--- src/design/tcpq_pkg.sv ---
// types, constants and field layouts shared by the two-class priority queue
// no dependencies; used by tcpq_core and two_class_priority_queue
package tcpq_pkg;

  // field widths fixed by the item layout
  localparam int ID_W   = 16;
  localparam int AGE_W  = 8;
  localparam int CNT_W  = 6;
  localparam int WORD_W = ID_W + AGE_W;

  // default store depth and register reset values
  localparam int          DEPTH_DEFAULT  = 32;
  localparam logic [5:0]  CAP_RESET      = 6'd20;
  localparam logic [7:0]  PRIO_AGE_RESET = 8'd65;

  // configuration register indexes
  localparam logic [0:0] REG_CAPACITY     = 1'b0;
  localparam logic [0:0] REG_PRIORITY_AGE = 1'b1;

  // operation codes
  localparam logic FUNC_ENQ = 1'b0;
  localparam logic FUNC_DEQ = 1'b1;

  typedef enum logic [1:0] {
    ST_ENQUEUED = 2'd0,
    ST_FULL     = 2'd1,
    ST_DEQUEUED = 2'd2,
    ST_EMPTY    = 2'd3
  } status_t;

  typedef struct packed {
    logic [CNT_W-1:0] capacity;
    logic [AGE_W-1:0] priority_age;
  } cfg_t;

  typedef struct packed {
    status_t          status;
    logic [ID_W-1:0]  entry_id;
    logic [AGE_W-1:0] entry_age;
    logic             is_priority;
    logic [CNT_W-1:0] occupancy;
  } result_t;

endpackage

--- src/design/tcpq_ram.sv ---
// simple dual-port store: one write port, one registered read port
// depends on nothing; instantiated by tcpq_core for each class
module tcpq_ram #(
  parameter int DEPTH = 32,
  parameter int WIDTH = 24
) (
  input  logic                     clk,
  input  logic                     we,
  input  logic [$clog2(DEPTH)-1:0] waddr,
  input  logic [WIDTH-1:0]         wdata,
  input  logic                     re,
  input  logic [$clog2(DEPTH)-1:0] raddr,
  output logic [WIDTH-1:0]         rdata
);

  logic [WIDTH-1:0] mem [DEPTH];

  // write port
  always_ff @(posedge clk) begin
    if (we) begin
      mem[waddr] <= wdata;
    end
  end

  // read port, registered
  always_ff @(posedge clk) begin
    if (re) begin
      rdata <= mem[raddr];
    end
  end

endmodule

--- src/design/tcpq_core.sv ---
// queue engine: head/tail pointers, counts, id counter and the two class stores
// depends on tcpq_pkg and tcpq_ram
module tcpq_core #(
  parameter int DEPTH = tcpq_pkg::DEPTH_DEFAULT
) (
  input  logic                        clk,
  input  logic                        rst,
  input  tcpq_pkg::cfg_t              cfg,
  input  logic                        in_valid,
  input  logic                        in_func,
  input  logic [tcpq_pkg::AGE_W-1:0]  in_age,
  output logic                        busy,
  output logic                        res_valid,
  output tcpq_pkg::result_t           res
);

  localparam int PTR_W = $clog2(DEPTH);
  localparam logic [PTR_W-1:0] PTR_LAST = PTR_W'(DEPTH - 1);
  localparam logic [tcpq_pkg::CNT_W-1:0] DEPTH_CAP =
    tcpq_pkg::CNT_W'((DEPTH < 64) ? DEPTH : 63);

  logic [PTR_W-1:0]           p_head, p_tail, n_head, n_tail;
  logic [tcpq_pkg::CNT_W-1:0] p_cnt, n_cnt;
  logic [tcpq_pkg::ID_W-1:0]  next_id;
  logic                       rd_pend;
  logic                       rd_prio;
  logic [tcpq_pkg::CNT_W-1:0] rd_occ;

  logic [tcpq_pkg::CNT_W-1:0]  total, limit;
  logic                        enq, deq, full, age_prio;
  logic                        push_p, push_n, pop_any, pop_p, pop_n;
  logic [tcpq_pkg::ID_W-1:0]   id_new;
  logic [tcpq_pkg::WORD_W-1:0] wword, p_rdata, n_rdata, rword;

  // decode the item and the occupancy limit
  always_comb begin
    enq      = in_valid && (in_func == tcpq_pkg::FUNC_ENQ);
    deq      = in_valid && (in_func == tcpq_pkg::FUNC_DEQ);
    total    = p_cnt + n_cnt;
    limit    = (cfg.capacity > DEPTH_CAP) ? DEPTH_CAP : cfg.capacity;
    full     = total >= limit;
    age_prio = in_age >= cfg.priority_age;
    push_p   = enq && !full && age_prio;
    push_n   = enq && !full && !age_prio;
    pop_any  = deq && (total != '0);
    pop_p    = pop_any && (p_cnt != '0);
    pop_n    = pop_any && (p_cnt == '0);
    id_new   = next_id + tcpq_pkg::ID_W'(1);
    wword    = {id_new, in_age};
  end

  tcpq_ram #(.DEPTH(DEPTH), .WIDTH(tcpq_pkg::WORD_W)) u_p_ram (
    .clk   (clk),
    .we    (push_p),
    .waddr (p_tail),
    .wdata (wword),
    .re    (pop_p),
    .raddr (p_head),
    .rdata (p_rdata)
  );

  tcpq_ram #(.DEPTH(DEPTH), .WIDTH(tcpq_pkg::WORD_W)) u_n_ram (
    .clk   (clk),
    .we    (push_n),
    .waddr (n_tail),
    .wdata (wword),
    .re    (pop_n),
    .raddr (n_head),
    .rdata (n_rdata)
  );

  // pointers, counts and id counter
  always_ff @(posedge clk) begin
    if (rst) begin
      p_head  <= '0;
      p_tail  <= '0;
      n_head  <= '0;
      n_tail  <= '0;
      p_cnt   <= '0;
      n_cnt   <= '0;
      next_id <= '0;
    end else begin
      if (push_p) begin
        p_tail <= (p_tail == PTR_LAST) ? '0 : p_tail + PTR_W'(1);
        p_cnt  <= p_cnt + tcpq_pkg::CNT_W'(1);
      end else if (pop_p) begin
        p_head <= (p_head == PTR_LAST) ? '0 : p_head + PTR_W'(1);
        p_cnt  <= p_cnt - tcpq_pkg::CNT_W'(1);
      end
      if (push_n) begin
        n_tail <= (n_tail == PTR_LAST) ? '0 : n_tail + PTR_W'(1);
        n_cnt  <= n_cnt + tcpq_pkg::CNT_W'(1);
      end else if (pop_n) begin
        n_head <= (n_head == PTR_LAST) ? '0 : n_head + PTR_W'(1);
        n_cnt  <= n_cnt - tcpq_pkg::CNT_W'(1);
      end
      if (push_p || push_n) begin
        next_id <= id_new;
      end
    end
  end

  // dequeue waits for the registered store read
  always_ff @(posedge clk) begin
    if (rst) begin
      rd_pend <= 1'b0;
    end else begin
      rd_pend <= pop_any;
    end
  end

  always_ff @(posedge clk) begin
    if (pop_any) begin
      rd_prio <= pop_p;
      rd_occ  <= total - tcpq_pkg::CNT_W'(1);
    end
  end

  // result select: read return or immediate answer
  always_comb begin
    rword     = rd_prio ? p_rdata : n_rdata;
    busy      = rd_pend;
    res_valid = rd_pend || enq || (deq && !pop_any);
    res       = '0;
    if (rd_pend) begin
      res.status      = tcpq_pkg::ST_DEQUEUED;
      res.entry_id    = rword[tcpq_pkg::WORD_W-1:tcpq_pkg::AGE_W];
      res.entry_age   = rword[tcpq_pkg::AGE_W-1:0];
      res.is_priority = rd_prio;
      res.occupancy   = rd_occ;
    end else if (enq && !full) begin
      res.status      = tcpq_pkg::ST_ENQUEUED;
      res.entry_id    = id_new;
      res.entry_age   = in_age;
      res.is_priority = age_prio;
      res.occupancy   = total + tcpq_pkg::CNT_W'(1);
    end else if (enq) begin
      res.status      = tcpq_pkg::ST_FULL;
      res.occupancy   = total;
    end else begin
      res.status      = tcpq_pkg::ST_EMPTY;
      res.occupancy   = total;
    end
  end

  // no item may arrive while a store read is outstanding
  a_no_accept_during_read: assert property (@(posedge clk) disable iff (rst)
    in_valid |-> !rd_pend)
    else $error("item accepted during store read");

  // a pending read always stems from a dequeue of a non-empty queue
  a_read_from_dequeue: assert property (@(posedge clk) disable iff (rst)
    rd_pend |-> $past(in_valid && (in_func == tcpq_pkg::FUNC_DEQ) && (total != '0)))
    else $error("store read without dequeue");

  // a served dequeue removes exactly one entry
  a_dequeue_count: assert property (@(posedge clk) disable iff (rst)
    pop_any |=> (total == tcpq_pkg::CNT_W'($past(total) - tcpq_pkg::CNT_W'(1))))
    else $error("dequeue count mismatch");

  // a class count never exceeds the store depth
  a_count_bound: assert property (@(posedge clk) disable iff (rst)
    (int'(p_cnt) <= DEPTH) && (int'(n_cnt) <= DEPTH))
    else $error("class count above depth");

endmodule

--- src/design/two_class_priority_queue.sv ---
// two-class strict-priority queue: config registers, queue core and output buffer
// depends on tcpq_pkg and tcpq_core
// a served dequeue result goes via the store read register and the output buffer,
// others via the output buffer alone; one item per cycle, except during a served
// dequeue's store read or while two results wait, but not while one result waits
// sync reset: pointers, counts, id, buffer cleared; capacity 20, priority age 65
module two_class_priority_queue #(
  parameter int DEPTH = tcpq_pkg::DEPTH_DEFAULT
) (
  input  logic        clk,
  input  logic        rst,
  // input item stream
  input  logic        s_tvalid,
  output logic        s_tready,
  input  logic [7:0]  s_tdata,   // [7:0] age
  input  logic        s_tuser,   // [0] func
  // result stream
  output logic        m_tvalid,
  input  logic        m_tready,
  output logic [31:0] m_tdata,   // [15:0] entry_id, [23:16] entry_age,
                                 // [24] is_priority, [30:25] occupancy, [31] zero
  output logic [1:0]  m_tuser,   // [1:0] status
  // configuration write channel
  input  logic        cfg_valid,
  output logic        cfg_ready,
  input  logic [0:0]  cfg_index,
  input  logic [7:0]  cfg_data
);

  tcpq_pkg::cfg_t    cfg;
  tcpq_pkg::result_t res, out_data, skid_data;
  logic              res_valid, busy;
  logic              out_valid, skid_valid, take, accept;

  // configuration registers
  assign cfg_ready = 1'b1;

  always_ff @(posedge clk) begin
    if (rst) begin
      cfg.capacity     <= tcpq_pkg::CAP_RESET;
      cfg.priority_age <= tcpq_pkg::PRIO_AGE_RESET;
    end else if (cfg_valid && cfg_ready) begin
      unique case (cfg_index)
        tcpq_pkg::REG_CAPACITY:     cfg.capacity     <= cfg_data[5:0];
        tcpq_pkg::REG_PRIORITY_AGE: cfg.priority_age <= cfg_data;
      endcase
    end
  end

  // input handshake: room for the item's result and no read in flight
  assign s_tready = !busy && !skid_valid;
  assign accept   = s_tvalid && s_tready;

  tcpq_core #(.DEPTH(DEPTH)) u_core (
    .clk       (clk),
    .rst       (rst),
    .cfg       (cfg),
    .in_valid  (accept),
    .in_func   (s_tuser),
    .in_age    (s_tdata),
    .busy      (busy),
    .res_valid (res_valid),
    .res       (res)
  );

  // two-slot output buffer
  assign take = out_valid && m_tready;

  always_ff @(posedge clk) begin
    if (rst) begin
      out_valid  <= 1'b0;
      skid_valid <= 1'b0;
    end else if (skid_valid) begin
      if (take) begin
        out_data   <= skid_data;
        skid_valid <= res_valid;
        if (res_valid) begin
          skid_data <= res;
        end
      end
    end else if (out_valid && !take) begin
      if (res_valid) begin
        skid_data  <= res;
        skid_valid <= 1'b1;
      end
    end else begin
      out_valid <= res_valid;
      if (res_valid) begin
        out_data <= res;
      end
    end
  end

  assign m_tvalid = out_valid;
  assign m_tuser  = out_data.status;
  assign m_tdata  = {1'b0, out_data.occupancy, out_data.is_priority,
                     out_data.entry_age, out_data.entry_id};

  // skid slot is only used behind a full output slot
  a_skid_behind_out: assert property (@(posedge clk) disable iff (rst)
    skid_valid |-> out_valid)
    else $error("skid slot filled ahead of output slot");

  // a result never arrives when both slots are held
  a_no_overflow: assert property (@(posedge clk) disable iff (rst)
    res_valid |-> (!skid_valid || take))
    else $error("result buffer overflow");

  // a result follows every accepted item, at once or after the store read
  a_result_follows: assert property (@(posedge clk) disable iff (rst)
    accept |-> (res_valid ##1 1'b1) or (1'b1 ##1 res_valid))
    else $error("accepted item produced no result");

endmodule
--- config.mk ---
export PLATFORM = sky130hd
export DESIGN_NAME = two_class_priority_queue
export DESIGN_NICKNAME = d
export VERILOG_FILES = /design/src/design/tcpq_pkg.sv /design/src/design/tcpq_ram.sv /design/src/design/tcpq_core.sv /design/src/design/two_class_priority_queue.sv
export SDC_FILE = /design/constraint.sdc
export NUM_CORES = 2
export LEC_CHECK = 0
export BUFFER_PORTS_ARGS = -buffer_cell sky130_fd_sc_hd__buf_2
export CELL_PAD_IN_SITES_DETAIL_PLACEMENT = 1
export CELL_PAD_IN_SITES_GLOBAL_PLACEMENT = 1
export CORE_ASPECT_RATIO = 1.25
export CORE_MARGIN = 2
export CORE_UTILIZATION = 50
export CTS_CLUSTER_SIZE = 20
export DETAILED_ROUTE_END_ITERATION = 12
export PLACE_DENSITY_LB_ADDON = 0.08
export SYNTH_ARGS = -nofsm -noshare
export SYNTH_HDL_FRONTEND = slang
export SYNTH_SLANG_ARGS = --single-unit
--- constraint.sdc ---
create_clock -name clk -period 11.13 [get_ports clk]
set_input_delay 2.226 -clock clk [delete_from_list [all_inputs] [get_ports clk]]
set_output_delay 2.226 -clock clk [all_outputs]
set_load 0.05 [all_outputs]
# [After elaboration in Yosys (flattened, before gate mapping)]
# Memory sizes are Yosys's and may differ from the RTL's. A register that Yosys moved wholly into a read port is not among the register bits.
# Index checks and enable logic that the tools add are counted.
[classes] eq_ne=6 n_lt_le_gt_ge=3 n_reduce_logical=36 muxes=31 bitwise=7 n_addsub=12
[op_table] cell="2-to-1 mux 33 bit" n=9
[op_table] cell="2-to-1 mux 6 bit" n=6
[op_table] cell="2-to-1 mux 25 bit" n=1
[op_table] cell="2-to-1 mux 24 bit" n=1
[op_table] cell="adder 5 x 1 -> 5 bit (second input constant)" n=4
[op_table] cell="== test 5 bit (second input constant)" n=4
[op_table] cell="2-to-1 mux 5 bit" n=4
[op_table] cell="adder 6 x 1 -> 6 bit (second input constant)" n=3
[op_table] cell="subtractor 6 x 1 -> 6 bit (second input constant)" n=3
[op_table] cell="adder 16 x 1 -> 16 bit (second input constant)" n=1
[op_table] cell="logical AND 1 bit" n=13
[op_table] cell="nonzero test 6 bit" n=2
[op_table] cell="AND reduction 2 bit" n=5
[op_table] cell=">= comparator 8 bit" n=1
[op_table] cell="2-to-1 mux 1 bit" n=8
[op_table] cell="nonzero test 2 bit" n=4
[op_table] cell="NOT 1 bit" n=7
[op_table] cell="adder 6 bit" n=1
[op_table] cell=">= comparator 6 bit" n=1
[op_table] cell="greater-than comparator 6 bit (second input constant)" n=1
[op_table] cell="zero test 1 bit" n=6
[op_table] cell="zero test 6 bit" n=1
[op_table] cell="2-to-1 mux 2 bit" n=2
[op_table] cell="AND reduction 4 bit" n=1
[op_table] cell="other kinds (4)" n=6
[totals] mem_bits_rw=1536 elab_cells=121 output_inout_bits=37 ff_bits=138 in_bits=23 mem_count=2
[memory_table] memory="u_core.u_n_ram.mem" depth=32 width=24 rd=1 rd_clocked_by_memory_dff=1 wr=1 line_no="tcpq_ram.sv:16" text="logic [WIDTH-1:0] mem [DEPTH];"
[memory_table] memory="u_core.u_p_ram.mem" depth=32 width=24 rd=1 rd_clocked_by_memory_dff=1 wr=1 line_no="tcpq_ram.sv:16"

# [Longest topological paths before layout]
[logic_depth] word_depth=11 mapped_depth=21 depth_no_buf=20

# [Modules after synthesis]
# A second synthesis with hierarchy kept.
[unflattened] cells_unflattened=4148 hier_area_um2=69002.4
[by_module_without_submodules] module="tcpq_ram" area_per_inst_um2=30723.2 cells_per_inst=1711 n_inst=2 seq_area_each_um2=23782.8
[by_module_without_submodules] module="tcpq_core" area_per_inst_um2=4505.6 cells_per_inst=543 n_inst=1 seq_area_each_um2=1191.1
[by_module_without_submodules] module="two_class_priority_queue" area_per_inst_um2=3050.4 cells_per_inst=183 n_inst=1 seq_area_each_um2=2302.2

# [Worst setup path after synthesis]
# Ideal clock, no wire load.
[synth_timing] path_kind="input port to flip-flop" from="in s_tvalid" to="reg out_data (netlist bit m_tdata[0]) (enable)" arrival_ns=5.164 cell_stages=5 setup_time_ns=0.473 required_ns=10.657 n_path_buf=0 setup_slack_ns=5.493 path_cell_list="nand2_2 > nor2_4 > nor2_1 > a21o_1 > a211oi_1"
[synth_via] elab_chain_cells=8 word_cells_on_any_way=10 cone_classes="reduce/logical (10)"
[synth_rtl] item="start: declaration" line_no="two_class_priority_queue.sv:13" text="input logic s_tvalid,"
[synth_rtl] item="logical AND 1 bit *" line_no="two_class_priority_queue.sv:52" text="assign accept = s_tvalid && s_tready;"
[synth_rtl] item="logical AND 1 bit" line_no="tcpq_core.sv:38" text="deq = in_valid && (in_func == tcpq_pkg::FUNC_DEQ);"
[synth_rtl] item="logical AND 1 bit" line_no="tcpq_core.sv:45" text="pop_any = deq && (total != '0);"
[synth_rtl] item="zero test 1 bit" line_no="tcpq_core.sv:123" text="res_valid = rd_pend || enq || (deq && !pop_any);"
[synth_rtl] item="logical AND 1 bit" line_no="tcpq_core.sv:123"
[synth_rtl] item="logical OR 1 bit *" line_no="tcpq_core.sv:123"
[synth_rtl] item="nonzero test 2 bit (no source line) *"
[synth_rtl] item="AND reduction 4 bit (no source line) *"
[synth_rtl] item="end signal: assignment" line_no="two_class_priority_queue.sv:75" text="out_data <= skid_data;"
[synth_rtl] item="end signal: assignment" line_no="two_class_priority_queue.sv:89" text="out_data <= res;"
[synth_rtl] item="end: declaration" line_no="two_class_priority_queue.sv:31" text="tcpq_pkg::result_t res, out_data, skid_data;"
# Every way passes the cells marked *; elsewhere a longest branch is shown, timed or not.
# A chain may end at the register's enable or synchronous reset.

# [Worst setup path in the final report]
[layout_timing] from="in s_tdata[7]" to="mem u_core.u_n_ram.mem[21][6] (enable)"
[layout_via] elab_chain_cells=5
[layout_rtl] item="start: declaration" line_no="two_class_priority_queue.sv:15" text="input logic [7:0] s_tdata,"
[layout_rtl] item=">= comparator 8 bit" line_no="tcpq_core.sv:42" text="age_prio = in_age >= cfg.priority_age;"
[layout_rtl] item="zero test 1 bit" line_no="tcpq_core.sv:44" text="push_n = enq && !full && !age_prio;"
[layout_rtl] item="logical AND 1 bit" line_no="tcpq_core.sv:44"
[layout_rtl] item="2-to-1 mux 1 bit" line_no="tcpq_ram.sv:20" text="if (we) begin"
[layout_rtl] item="2-to-1 mux 1 bit (not written as such)" line_no="tcpq_ram.sv:21" text="mem[waddr] <= wdata;"
[layout_rtl] item="end: declaration" line_no="tcpq_ram.sv:16"
# No other way between the ends.

==> run metrics <==
fin util 0.5667; hold buffer count at CTS 0; critical path class in2reg; # DRC 0; r2r endpoint u_core.u_n_ram.mem[23][10]; Routed wire per std cell 34.46 µm; Final Skew 28.25 ps; H-tree lvl count 4; DRT Pass-1 Iters 6; vias in the first global route roughly 33000; max cap viols 0; CTS tree done; WP buf/inv 3; power per cell area ~200 nW/µm²; Hold WS between 400 and 500 ps; Hold Path End cfg[2]; GRT overflow 0; n_diodes 0; I/O pin count 60; Post-Syn Area 67330 µm²; CP delay by family, top simple AND/OR/NAND/NOR gates; slowest stage delay, CP roughly 800 ps; largest net degree at the start of global routing 135; min cycle time layout 5470 ps; Worst R2R Setup Slack 5900 ps; Leak 24.46 nW; clock slew at reported path FFs 60 ps; first-pass GRT wire length roughly 250000 µm; Synth top area share 0.7390; fin crit share 0.4915; RSZ-0062 raised after global routing false; Std-Cell Rows 150; share of layout cells above drive strength 1 0.3219; reg2reg start u_core.p_cnt[0]; Worst Path Max Fanout 39; leading register cell type out of synthesis edfxtp_1; Final GP Congestion around 0.85; Post-CTS Setup Bufs 0; dpl cell area ~70000 µm²; register bit total from synthesis 1722; initial antenna violation count 18; CP Capture Type flip-flop; Worst Hold Class reg2reg; Syn Area/Cell approximately 22 µm²; Die Y-Extent just over 400 µm; Cell variety after synth approximately 70; final setup vio count 0; Antenna Nets Post-Route 0; maximum vdd drop 150.8 µV; hold path depth 2; worst endpoint required time about 12000 ps; design area 75730 µm²; Final TNS setup 0 ps; Fin. Hold Viols 0; CTS sink count between 1500 and 2000; fin. max-slew vios 0; initial core utilization 0.5039; fin nets between 3000 and 4000; Syn Nets between 3000 and 4000; Post-Place Worst Slack 4605 ps; Area Overhead vs Synth 12.47%; crit path DAT ~6000 ps; Max Fclk 182.8 MHz; area of the die 137600 µm²; slew at the pin with the worst max-slew slack around 1100 ps; post-DR vias/cell about 6.2; Slew Limit Headroom 0.2693; Hold Crit Start cfg[2]; I/O Buffers 57; Total GRT Usage 0.2616; startpoint types input port; clock latency at the later pin of the worst-skew pair between 800 and 900 ps; half-perimeter wire length after placement around 110000 µm; worst path cell trace buf_2 > buf_4 > ha_1 > a211oi_1 > nand2_1 > o311a_1 > nor2_4 > nand2_1 > nor2_2 > buf_4; Synth area leaders edfxtp_1, mux4_2, dfxtp_1; wirelength, routed between 150000 and 200000 µm; Slowest-stage cell, CP nor2_2; Post-synth EDFFs around 1700; cells on worst reg2reg path 13; initial drt markers 3750; worst setup margin 5660 ps; TritonCTS Buffers 166; CTS max path bufs 3; sequential cell area fraction in the yosys report 0.7583; Die X ~330 µm; Post-CTS Resized 0; FFs w/ async S/R, synth 0; routed via count about 32000; core area between 100000 and 150000 µm²; Synth warnings 0; status finished, final reports clean; clock root cell clkbuf_16; Mapped Cells about 3000; area leader, netlist edfxtp_1
[registers in the layout, summed over array words and instances (netlist names), 2 cells and up]
register              count
cfg                      14
m_tdata                  31
m_tuser                   2
skid_data                33
u_core.n_cnt              6
u_core.n_head             5
u_core.n_tail             5
u_core.next_id           16
u_core.p_cnt              6
u_core.p_head             5
u_core.p_tail             5
u_core.rd_occ             6
u_core.u_n_ram.mem      768
u_core.u_n_ram.rdata     24
u_core.u_p_ram.mem      768
u_core.u_p_ram.rdata     24
[cell usage after synthesis (5+ instances only)]
master and count:
a21o_1 8, edfxtp_1 1657, nand3b_1 11, clkbuf_1 88, xnor2_1 24, nand2_1 97
xor2_1 17, nand3_1 21, or4_1 5, buf_2 26, buf_4 11, and3_1 11
o21ai_0 45, nor3_1 6, inv_1 34, nor4_1 5, ha_1 44, mux4_2 480
a21oi_1 55, or3_1 12, mux2i_1 32, nand2b_1 10, dfxtp_1 65, mux2_2 75
nor2_1 114, buf_1 27
[through the flow]
stage	instances	power, mW
6_report	5122	15.37
5_1_grt	5122	15.86
3_3_place_gp	4825	9.944
4_1_cts	5121	15.52
3_5_place_dp	4825	9.998
2_1_floorplan	3059	9.149
[worst max-delay path by stage]
stage | startpoint | endpoint | depth (start not counted)
after CTS | s_tdata[7] | u_core.u_n_ram.mem[31][2] | 8
final | s_tdata[7] | u_core.u_n_ram.mem[21][6] | 10
after global routing | s_tdata[7] | u_core.u_n_ram.mem[23][14] | 9
after global placement | s_tdata[7] | u_core.u_n_ram.mem[31][16] | 8
after detailed placement | s_tdata[7] | u_core.u_n_ram.mem[31][0] | 8
after floorplan | s_tvalid | m_tdata[0] | 5
[placed cells by master, fill, tap and decap left out, drive strengths merged, types with 57 or more instances in the layout]
| cell | instances |
|---|---|
| mux2 | 76 |
| clkbuf | 213 |
| nand2 | 98 |
| mux4 | 480 |
| edfxtp | 1657 |
| a21oi | 57 |
| nor2 | 119 |
| dfxtp | 65 |
| clkinv | 62 |
| buf | 176 |
[worst min-delay path: cells and delay by family (launching register included)]
kind	cells	cell delay, ps
compound gates	1	50
flops	1	320
simple gates	1	50
[routing by layer]
| layer | up-vias | share of wire | wire [µm] | track usage |
|---|---|---|---|---|
| met5 | - | 0 | 0 | 0 |
| met1 | 17245 | 0.40 | 71070 | 0.3657 |
| li1 | 13119 | - | - | - |
| met3 | 234 | 0.062 | 10910 | 0.03526 |
| met4 | 0 | 0.036 | 6358 | 0.09507 |
| met2 | 1207 | 0.50 | 88170 | 0.4263 |
[logic make-up (layout without fill, tap and decap cells)]
| logic type | Yosys count | in the layout | share of synthesized area |
|---|---|---|---|
| DFF | 1722 | 1722 | 0.7583 |
| muxes | 588 | 588 | 0.1781 |
| and+or+nand+nor | 319 | 319 | 0.02256 |
| buffers and inverters | 193 | 508 | 0.01236 |
| AOI/OAI and AO/OA | 146 | 146 | 0.01373 |
| adders and majority gates | 47 | 47 | 0.009069 |
| xor gates and xnor gates | 42 | 42 | 0.005742 |
| other | 2 | 2 | 0.0001115 |
[layout make-up]
cell class / instances / area (µm²)
Sequential cell: 1722 / 51090
Inverter: 36 / 137.6
Fill cell: 11178 / 57900
Tap cell: 1748 / 2187
Multi-Input combinational cell: 1144 / 15810
Clock buffer: 213 / 4542
Clock inverter: 83 / 750.7
Timing Repair Buffer: 176 / 1211
[where the power goes]
group / internal (mW) / switching, mW / leakage [nW]
registers: 7.32 / 0.151 / 16.7
logic: 0.924 / 1.43 / 5.22
clock network: 3.14 / 2.40 / 2.58
total: 11.4 / 3.99 / 24.5
Power figures use the tool's default switching activity.
